--- config.mk ---
export PLATFORM = sky130hd
export DESIGN_NAME = sorted_value_list
export DESIGN_NICKNAME = d
export VERILOG_FILES = /design/src/rtl/core/svl_pkg.sv /design/src/rtl/core/sorted_value_list.sv /design/src/rtl/core/svl_cell.sv
export SDC_FILE = /design/constraint.sdc
export NUM_CORES = 2
export LEC_CHECK = 0
export ABC_CLOCK_PERIOD_IN_PS = 19900
export BUFFER_PORTS_ARGS = -buffer_cell sky130_fd_sc_hd__buf_2
export CAP_MARGIN = 30
export CORE_MARGIN = 3
export CORE_UTILIZATION = 35
export DETAILED_ROUTE_END_ITERATION = 8
export GPL_TIMING_DRIVEN = 0
export SYNTH_ARGS = -nofsm -noshare
export SYNTH_HDL_FRONTEND = slang
export SYNTH_SLANG_ARGS = --single-unit
--- constraint.sdc ---
create_clock -name clk -period 19.9 [get_ports clk]
set_clock_uncertainty 0.2 [all_clocks]
set_input_delay 0.995 -clock clk [delete_from_list [all_inputs] [get_ports clk]]
set_output_delay 0.995 -clock clk [all_outputs]
set_load 0.03 [all_outputs]
--- src/rtl/core/svl_pkg.sv ---
// Shared types and constants for the sorted value list.
package svl_pkg;

  localparam int VALUE_W      = 32;
  localparam int STATUS_W     = 2;
  localparam int CAPACITY_DEF = 16;

  // Result status codes
  localparam logic [STATUS_W-1:0] ST_DONE      = 2'd0;
  localparam logic [STATUS_W-1:0] ST_NOT_FOUND = 2'd1;
  localparam logic [STATUS_W-1:0] ST_FULL      = 2'd2;

  // Action codes
  localparam logic ACT_INSERT = 1'b0;
  localparam logic ACT_DELETE = 1'b1;

  // What one cell shows its neighbors
  typedef struct packed {
    logic                      valid;
    logic                      lt;     // holds an entry smaller than the operand
    logic                      eq;     // holds an entry equal to the operand
    logic signed [VALUE_W-1:0] value;
  } svl_link_t;

  // Operation broadcast to every cell
  typedef struct packed {
    logic                      ins_go;
    logic                      del_go;
    logic signed [VALUE_W-1:0] operand;
  } svl_op_t;

endpackage

--- src/rtl/core/sorted_value_list.sv ---
// Sorted value list: a row of compare-and-shift cells with a registered result beat.
// The registered result beat appears in the cycle after the input beat is accepted.
// Throughput: one item per cycle unless stalled; each cell compares and shifts one place.
// The input stalls only while a finished result beat waits on a stalled output.
// Reset (rst_n low, synchronous) empties the list and drops any pending result beat;
// stored values are not cleared, only their valid bits.
module sorted_value_list
  import svl_pkg::*;
#(
  parameter int CAPACITY = CAPACITY_DEF,
  localparam int CNT_W   = $clog2(CAPACITY + 1)
) (
  input  logic                      clk,
  input  logic                      rst_n,
  input  logic                      in_valid,
  output logic                      in_stall,
  input  logic                      in_action,
  input  logic signed [VALUE_W-1:0] in_operand,
  output logic                      out_valid,
  input  logic                      out_stall,
  output logic [STATUS_W-1:0]       out_status,
  output logic signed [VALUE_W-1:0] out_result_value,
  output logic [CNT_W-1:0]          out_entry_count,
  output logic signed [VALUE_W-1:0] out_smallest
);

  svl_link_t                 links [CAPACITY+2];
  logic [CAPACITY-1:0]       vld_vec;
  logic [CAPACITY-1:0]       eq_vec;
  logic [CAPACITY-1:0]       cell_valid_nxt;
  logic signed [VALUE_W-1:0] cell_value_nxt [CAPACITY];
  svl_op_t                   op;

  logic                      accept;
  logic                      full;
  logic                      found;
  logic [CNT_W-1:0]          fill_r, fill_nxt;
  logic                      out_valid_r, out_valid_nxt;
  logic [STATUS_W-1:0]       status_r, status_nxt;
  logic signed [VALUE_W-1:0] result_r, result_nxt;
  logic [CNT_W-1:0]          count_r;
  logic signed [VALUE_W-1:0] smallest_r, smallest_nxt;

  // Row boundaries: the left edge looks smaller than anything, the right edge is empty
  assign links[0]          = '{valid: 1'b1, lt: 1'b1, eq: 1'b0, value: '0};
  assign links[CAPACITY+1] = '{valid: 1'b0, lt: 1'b0, eq: 1'b0, value: '0};

  // Build the cell row
  for (genvar i = 0; i < CAPACITY; i++) begin : g_cell
    svl_cell u_cell (
      .clk       (clk),
      .rst_n     (rst_n),
      .op        (op),
      .left_in   (links[i]),
      .right_in  (links[i+2]),
      .link_out  (links[i+1]),
      .valid_nxt (cell_valid_nxt[i]),
      .value_nxt (cell_value_nxt[i])
    );
    assign vld_vec[i] = links[i+1].valid;
    assign eq_vec[i]  = links[i+1].eq;
  end

  // Handshake and broadcast
  assign in_stall   = out_valid_r && out_stall;
  assign accept     = in_valid && !in_stall;
  assign full       = (fill_r == CNT_W'(CAPACITY));
  assign found      = |eq_vec;
  assign op.operand = in_operand;
  assign op.ins_go  = accept && (in_action == ACT_INSERT) && !full;
  assign op.del_go  = accept && (in_action == ACT_DELETE) && found;

  // Form the next count and result beat
  always_comb begin
    fill_nxt      = fill_r;
    out_valid_nxt = out_valid_r && out_stall;
    status_nxt    = status_r;
    result_nxt    = result_r;
    smallest_nxt  = smallest_r;
    if (op.ins_go) begin
      fill_nxt = fill_r + CNT_W'(1);
    end else if (op.del_go) begin
      fill_nxt = fill_r - CNT_W'(1);
    end
    if (accept) begin
      out_valid_nxt = 1'b1;
      smallest_nxt  = cell_valid_nxt[0] ? cell_value_nxt[0] : '0;
      if (op.ins_go || op.del_go) begin
        status_nxt = ST_DONE;
        result_nxt = in_operand;
      end else if (in_action == ACT_INSERT) begin
        status_nxt = ST_FULL;
        result_nxt = '0;
      end else begin
        status_nxt = ST_NOT_FOUND;
        result_nxt = '0;
      end
    end
  end

  // Control registers
  always_ff @(posedge clk) begin
    if (!rst_n) begin
      fill_r      <= '0;
      out_valid_r <= 1'b0;
    end else begin
      fill_r      <= fill_nxt;
      out_valid_r <= out_valid_nxt;
    end
  end

  // Result payload registers
  always_ff @(posedge clk) begin
    status_r   <= status_nxt;
    result_r   <= result_nxt;
    smallest_r <= smallest_nxt;
    if (accept) begin
      count_r <= fill_nxt;
    end
  end

  assign out_valid        = out_valid_r;
  assign out_status       = status_r;
  assign out_result_value = result_r;
  assign out_entry_count  = count_r;
  assign out_smallest     = smallest_r;

  // The count never runs past the row length
  a_fill_bound: assert property (@(posedge clk) disable iff (!rst_n)
    fill_r <= CNT_W'(CAPACITY))
    else $error("fill count exceeds capacity");

  // Occupied cells match the count
  a_valid_count: assert property (@(posedge clk) disable iff (!rst_n)
    $countones(vld_vec) == int'(fill_r))
    else $error("cell valid bits disagree with fill count");

  // A refused insert leaves the list size alone
  a_full_hold: assert property (@(posedge clk) disable iff (!rst_n)
    accept && (in_action == ACT_INSERT) && full |=> $stable(fill_r))
    else $error("refused insert changed the fill count");

  // A full status beat always reports a full list
  a_full_count: assert property (@(posedge clk) disable iff (!rst_n)
    out_valid_r && (status_r == ST_FULL) |-> (count_r == CNT_W'(CAPACITY)))
    else $error("full status with list not full");

endmodule

--- src/rtl/core/svl_cell.sv ---
// One storage cell of the sorted list: compares against the operand and shifts.
module svl_cell
  import svl_pkg::*;
(
  input  logic                      clk,
  input  logic                      rst_n,
  input  svl_op_t                   op,
  input  svl_link_t                 left_in,
  input  svl_link_t                 right_in,
  output svl_link_t                 link_out,
  output logic                      valid_nxt,
  output logic signed [VALUE_W-1:0] value_nxt
);

  logic                      valid_r;
  logic signed [VALUE_W-1:0] value_r;
  logic                      lt;
  logic                      eq;

  // Compare the held entry with the operand
  assign lt = valid_r && ($signed(value_r) < $signed(op.operand));
  assign eq = valid_r && (value_r == op.operand);

  assign link_out.valid = valid_r;
  assign link_out.lt    = lt;
  assign link_out.eq    = eq;
  assign link_out.value = value_r;

  // Pick next contents: keep, take the operand, shift right or shift left
  always_comb begin
    valid_nxt = valid_r;
    value_nxt = value_r;
    if (op.ins_go && !lt) begin
      valid_nxt = valid_r | left_in.valid;
      if (left_in.lt) begin
        value_nxt = op.operand;
      end else begin
        value_nxt = left_in.value;
      end
    end else if (op.del_go && !lt) begin
      valid_nxt = right_in.valid;
      value_nxt = right_in.value;
    end
  end

  // Clear the valid bit under reset
  always_ff @(posedge clk) begin
    if (!rst_n) begin
      valid_r <= 1'b0;
    end else begin
      valid_r <= valid_nxt;
    end
  end

  // Hold the entry value
  always_ff @(posedge clk) begin
    value_r <= value_nxt;
  end

endmodule
==> summary.md <==
### Floorplan
• **die span in x** 357.1 microns
• **Initial Utilization** 35.35%
• **IO Count** 110
• **area of the die** 0.1275 sq mm
• **Floorplan Core Area** 0.1220 sq mm
• **floorplan row count** 128
• **vertical die dimension** 357.1 microns

### Route
• **number of vias in the routed layout** 35.99k
• **Routed Antenna Nets** 0
• **wire length per cell** 23.59 microns
• **detailed-route wire length** 147.3 mm
• **total iterations of the first detailed-routing run** 6
• **DRC marker count from the first detailed-route iteration** 3527
• **remaining routing DRC violations** 0
• **via density per instance** 5.764

### Synthesis
• **share of the yosys chip area belonging to registers** 40.86%
• **average instance area after synthesis** 9.865 sq um
• **synthesized instance count** 4373
• **Mapped Nets** 4924
• **Yosys warning total** 0
• **Unique masters post-synth** 76
• **Synth async-reset ratio** 0%
• **cell area after technology mapping** 0.04314 sq mm
• **top flip-flop cell by instance count after synthesis** edfxtp_1
• **number of flops mapped to enable cells by yosys** 551
• **synthesized flop and latch total** 605

### STA
• **max_slew headroom** 23.93%
• **worst hold margin** 311.5 ps
• **maximum clock frequency** 145.1 MHz
• **Worst Tran Pin Value** 1141 ps
• **setup repair after global routing missed its margin** false
• **shortest clock period the worst path allows after layout** 6892 ps
• **Final Hold Viols** 0
• **setup TNS** 0 ps
• **Max Transition Viols Final** 0
• **count of final setup violators** 0
• **post-route clock period utilization** 34.63%

### Setup path
• **CP Depth** 13
• **Slowest Stage Delay on Critical Path** 970 ps
• **kind of launch point of the worst setup path** primary input
• **worst r2r path cells** 11
• **critical path fanouts, max** 21
• **slowest stage cell on the critical path** nor4_1
• **cells along the critical path** clkbuf_1 > inv_1 > ha_1 > nand4_1 > nor4_1 > nand4_1 > o2111ai_1 > or4_4 > buf_8 > a21o_1 > clkbuf_1 > and2_1 > buf_16
• **critical path required time** 20030 ps
• **sum of buffers and inverters on the critical path** 5
• **Arr. time, crit path** 7020 ps
• **worst setup path category** in2reg
• **family of cells with the greatest summed delay on the critical path** simple AND/OR/NAND/NOR gates
• **Crit. End Element** flop

### Pwr
• **power per unit of standard cell area** 84.60 mW/mm^2
• **Switching Fraction** 33.42%
• **Comb pwr share** 26.4%
• **total net switching power** 1.372 mW
• **sequential power share** 41.0%
• **VDD IR-drop max** 0.06905 mV
• **Clk pwr share** 32.6%
• **leakage component of the power** 19.36 nW
• **internal power contribution** 2.734 mW

### Clock tree
• **clock sink count** 605
• **CTS HTree Levels** 3
• **total clock buffers created by CTS** 72
• **cell chosen for the clock root** clkbuf_16
• **Clk pin slew, worst setup/hold paths** 60 ps
• **TritonCTS clock tree** built
• **Max Buffers Root-to-Sink** 3
• **Post-CTS Setup Bufs** 0
• **number of hold buffers added after CTS** 0
• **source-to-sink clock delay at the later pin of the worst-skew pair** 650 ps
• **number of instances resized during post-cts repair** 0

### Placed design
• **gpl congestion** 0.9436
• **Port Buffers** 78
• **sum of net half-perimeters after detailed placement** 121.0 mm

### GRT
• **wire length of the first global-routing pass** 215.3 mm
• **maximum number of pins on one net before global-route repair** 33
• **total routing resource utilization after global routing** 22.26%
• **global route overflow** 0
• **vias in the first global route** 34.56k
• **number of antenna violations at the first check in global routing** 8

### Hold path
• **hold depth** 2
• **Hold Path Class** reg2reg

### Layout
• **area delta synth->final** 12.50%
• **share of final-layout standard cells stronger than drive strength 1** 7.849%
• **filler cell count in the final layout** 12.25k
• **leading cell type in the layout, fill and taps excluded** a21oi_1
• **commonest cells after routing, fill and taps aside** a21oi_1 (644), edfxtp_1 (551), ha_1 (514), mux2i_1 (365), nand2_1 (352)
• **number of nets in the layout** 5105

### Outcome
• **outcome** finished, final reports clean

### Job
• **max-cap viol count** 0

layout make-up:
cell class / instances / area (sq um) / area share [%]
Multi-Input combinational cell: 3362 / 23950 / 49.36
Sequential cell: 605 / 17630 / 36.32
Clock buffer: 105 / 2059 / 4.243
Tap cell: 1625 / 2033 / 4.189
Buffer: 331 / 1368 / 2.818
Timing Repair Buffer: 107 / 949.7 / 1.957
Inverter: 75 / 281.5 / 0.5801
Clock inverter: 27 / 242.7 / 0.5001
Antenna cell: 7 / 17.52 / 0.03609
power groups by stage:
| stage | Sequential, mW | Combinational [mW] | Clock [mW] |
|---|---|---|---|
| after CTS | 1.68 | 1.07 | 1.35 |
| after detailed placement | 1.70 | 1.07 | 0 |
| after global placement | 1.71 | 1.03 | 0 |
| final | 1.68 | 1.09 | 1.34 |
| after global routing | 1.69 | 1.20 | 1.40 |
| after floorplan | 1.70 | 0.717 | 0 |
sequential cells by signal, summed over array words and instances (netlist names):
signal and cells:
out_entry_count 5, g_cell.u_cell.valid_r 16, out_result_value 32, out_smallest 32
out_valid 1, out_status 2, g_cell.u_cell.value_r 512, fill_r 5
cell families (layout without fill, tap and decap cells):
logic type	after synthesis	in the layout	share of synthesized area, %
adder cells (fa/ha/maj)	514	514	14.91
AND/OR/NAND/NOR	1062	1062	12.24
buffers and inverters	406	645	3.820
multiplexers	428	428	10.11
XOR/XNOR	7	7	0.1421
other	0	7	0
AO/OA/AOI/OAI	1351	1351	17.92
flip-flops	605	605	40.86
through the flow:
step	setup slack [ps]	std cells	power (mW)	utilization (%)	cell area, sq um
6_report	13010	6244	4.106	39.77	48530
4_1_cts	13370	6232	4.101	39.65	48390
5_1_grt	13050	6238	4.294	39.76	48520
2_1_floorplan	11670	4373	2.419	-	43140
3_3_place_gp	7303	6076	2.732	37.33	45560
3_5_place_dp	12710	6100	2.771	37.77	46090
routing by layer:
| metal | wire [microns] | vias up | global-route usage [%] |
|---|---|---|---|
| li1 | - | 17049 | - |
| met5 | 45 | - | 0 |
| met4 | 4833 | 6 | 7.327 |
| met3 | 11080 | 254 | 3.559 |
| met2 | 67630 | 1401 | 36.53 |
| met1 | 63740 | 17283 | 29.91 |
path summary, 6_finish.rpt:
kind,from,endpoint,slack (ps)
setup / recovery,in_operand[27],g_cell[9].u_cell.value_r[4]$_DFFE_PP_,13010
hold reg to reg,fill_r[4]$_SDFF_PN0_,fill_r[4]$_SDFF_PN0_,310
setup reg to reg,g_cell[13].u_cell.value_r[26]$_DFFE_PP_,g_cell[9].u_cell.value_r[4]$_DFFE_PP_,14250
hold / removal,fill_r[4]$_SDFF_PN0_,fill_r[4]$_SDFF_PN0_,310
synthesized netlist by cell type, drive strengths merged (16+ instances only):
library cell  count  area (sq um)
ha              514          6431
a211oi           20         150.1
nor4             22         137.6
nor4b            36         359.1
nor2b            29         181.4
inv              75         281.5
mux2i           365          3654
a21oi           654          3307
nand3b           37         277.8
nor2            221         832.1
clkbuf          265         994.7
nor3             53         265.3
dfxtp            54          1081
nand3            89         445.4
edfxtp          551         16550
nand2b           16         100.1
a21o            105         788.3
nand2           352          1321
a31oi           165          1032
o21ai           294          1471
buf              66         371.6
and2             50         312.8
mux2             63         709.4
nand4           119         744.5
o21a             18         135.1
worst reg2reg max path: cells and delay by family, from the launching register on:
kind	cells	cell delay, ps
and+or+nand+nor	5	2500
buffers and inverters	3	1250
AOI/OAI and AO/OA	2	630
DFF	1	430
adders and majority gates	1	320
(Power assumes the default switching activity.)
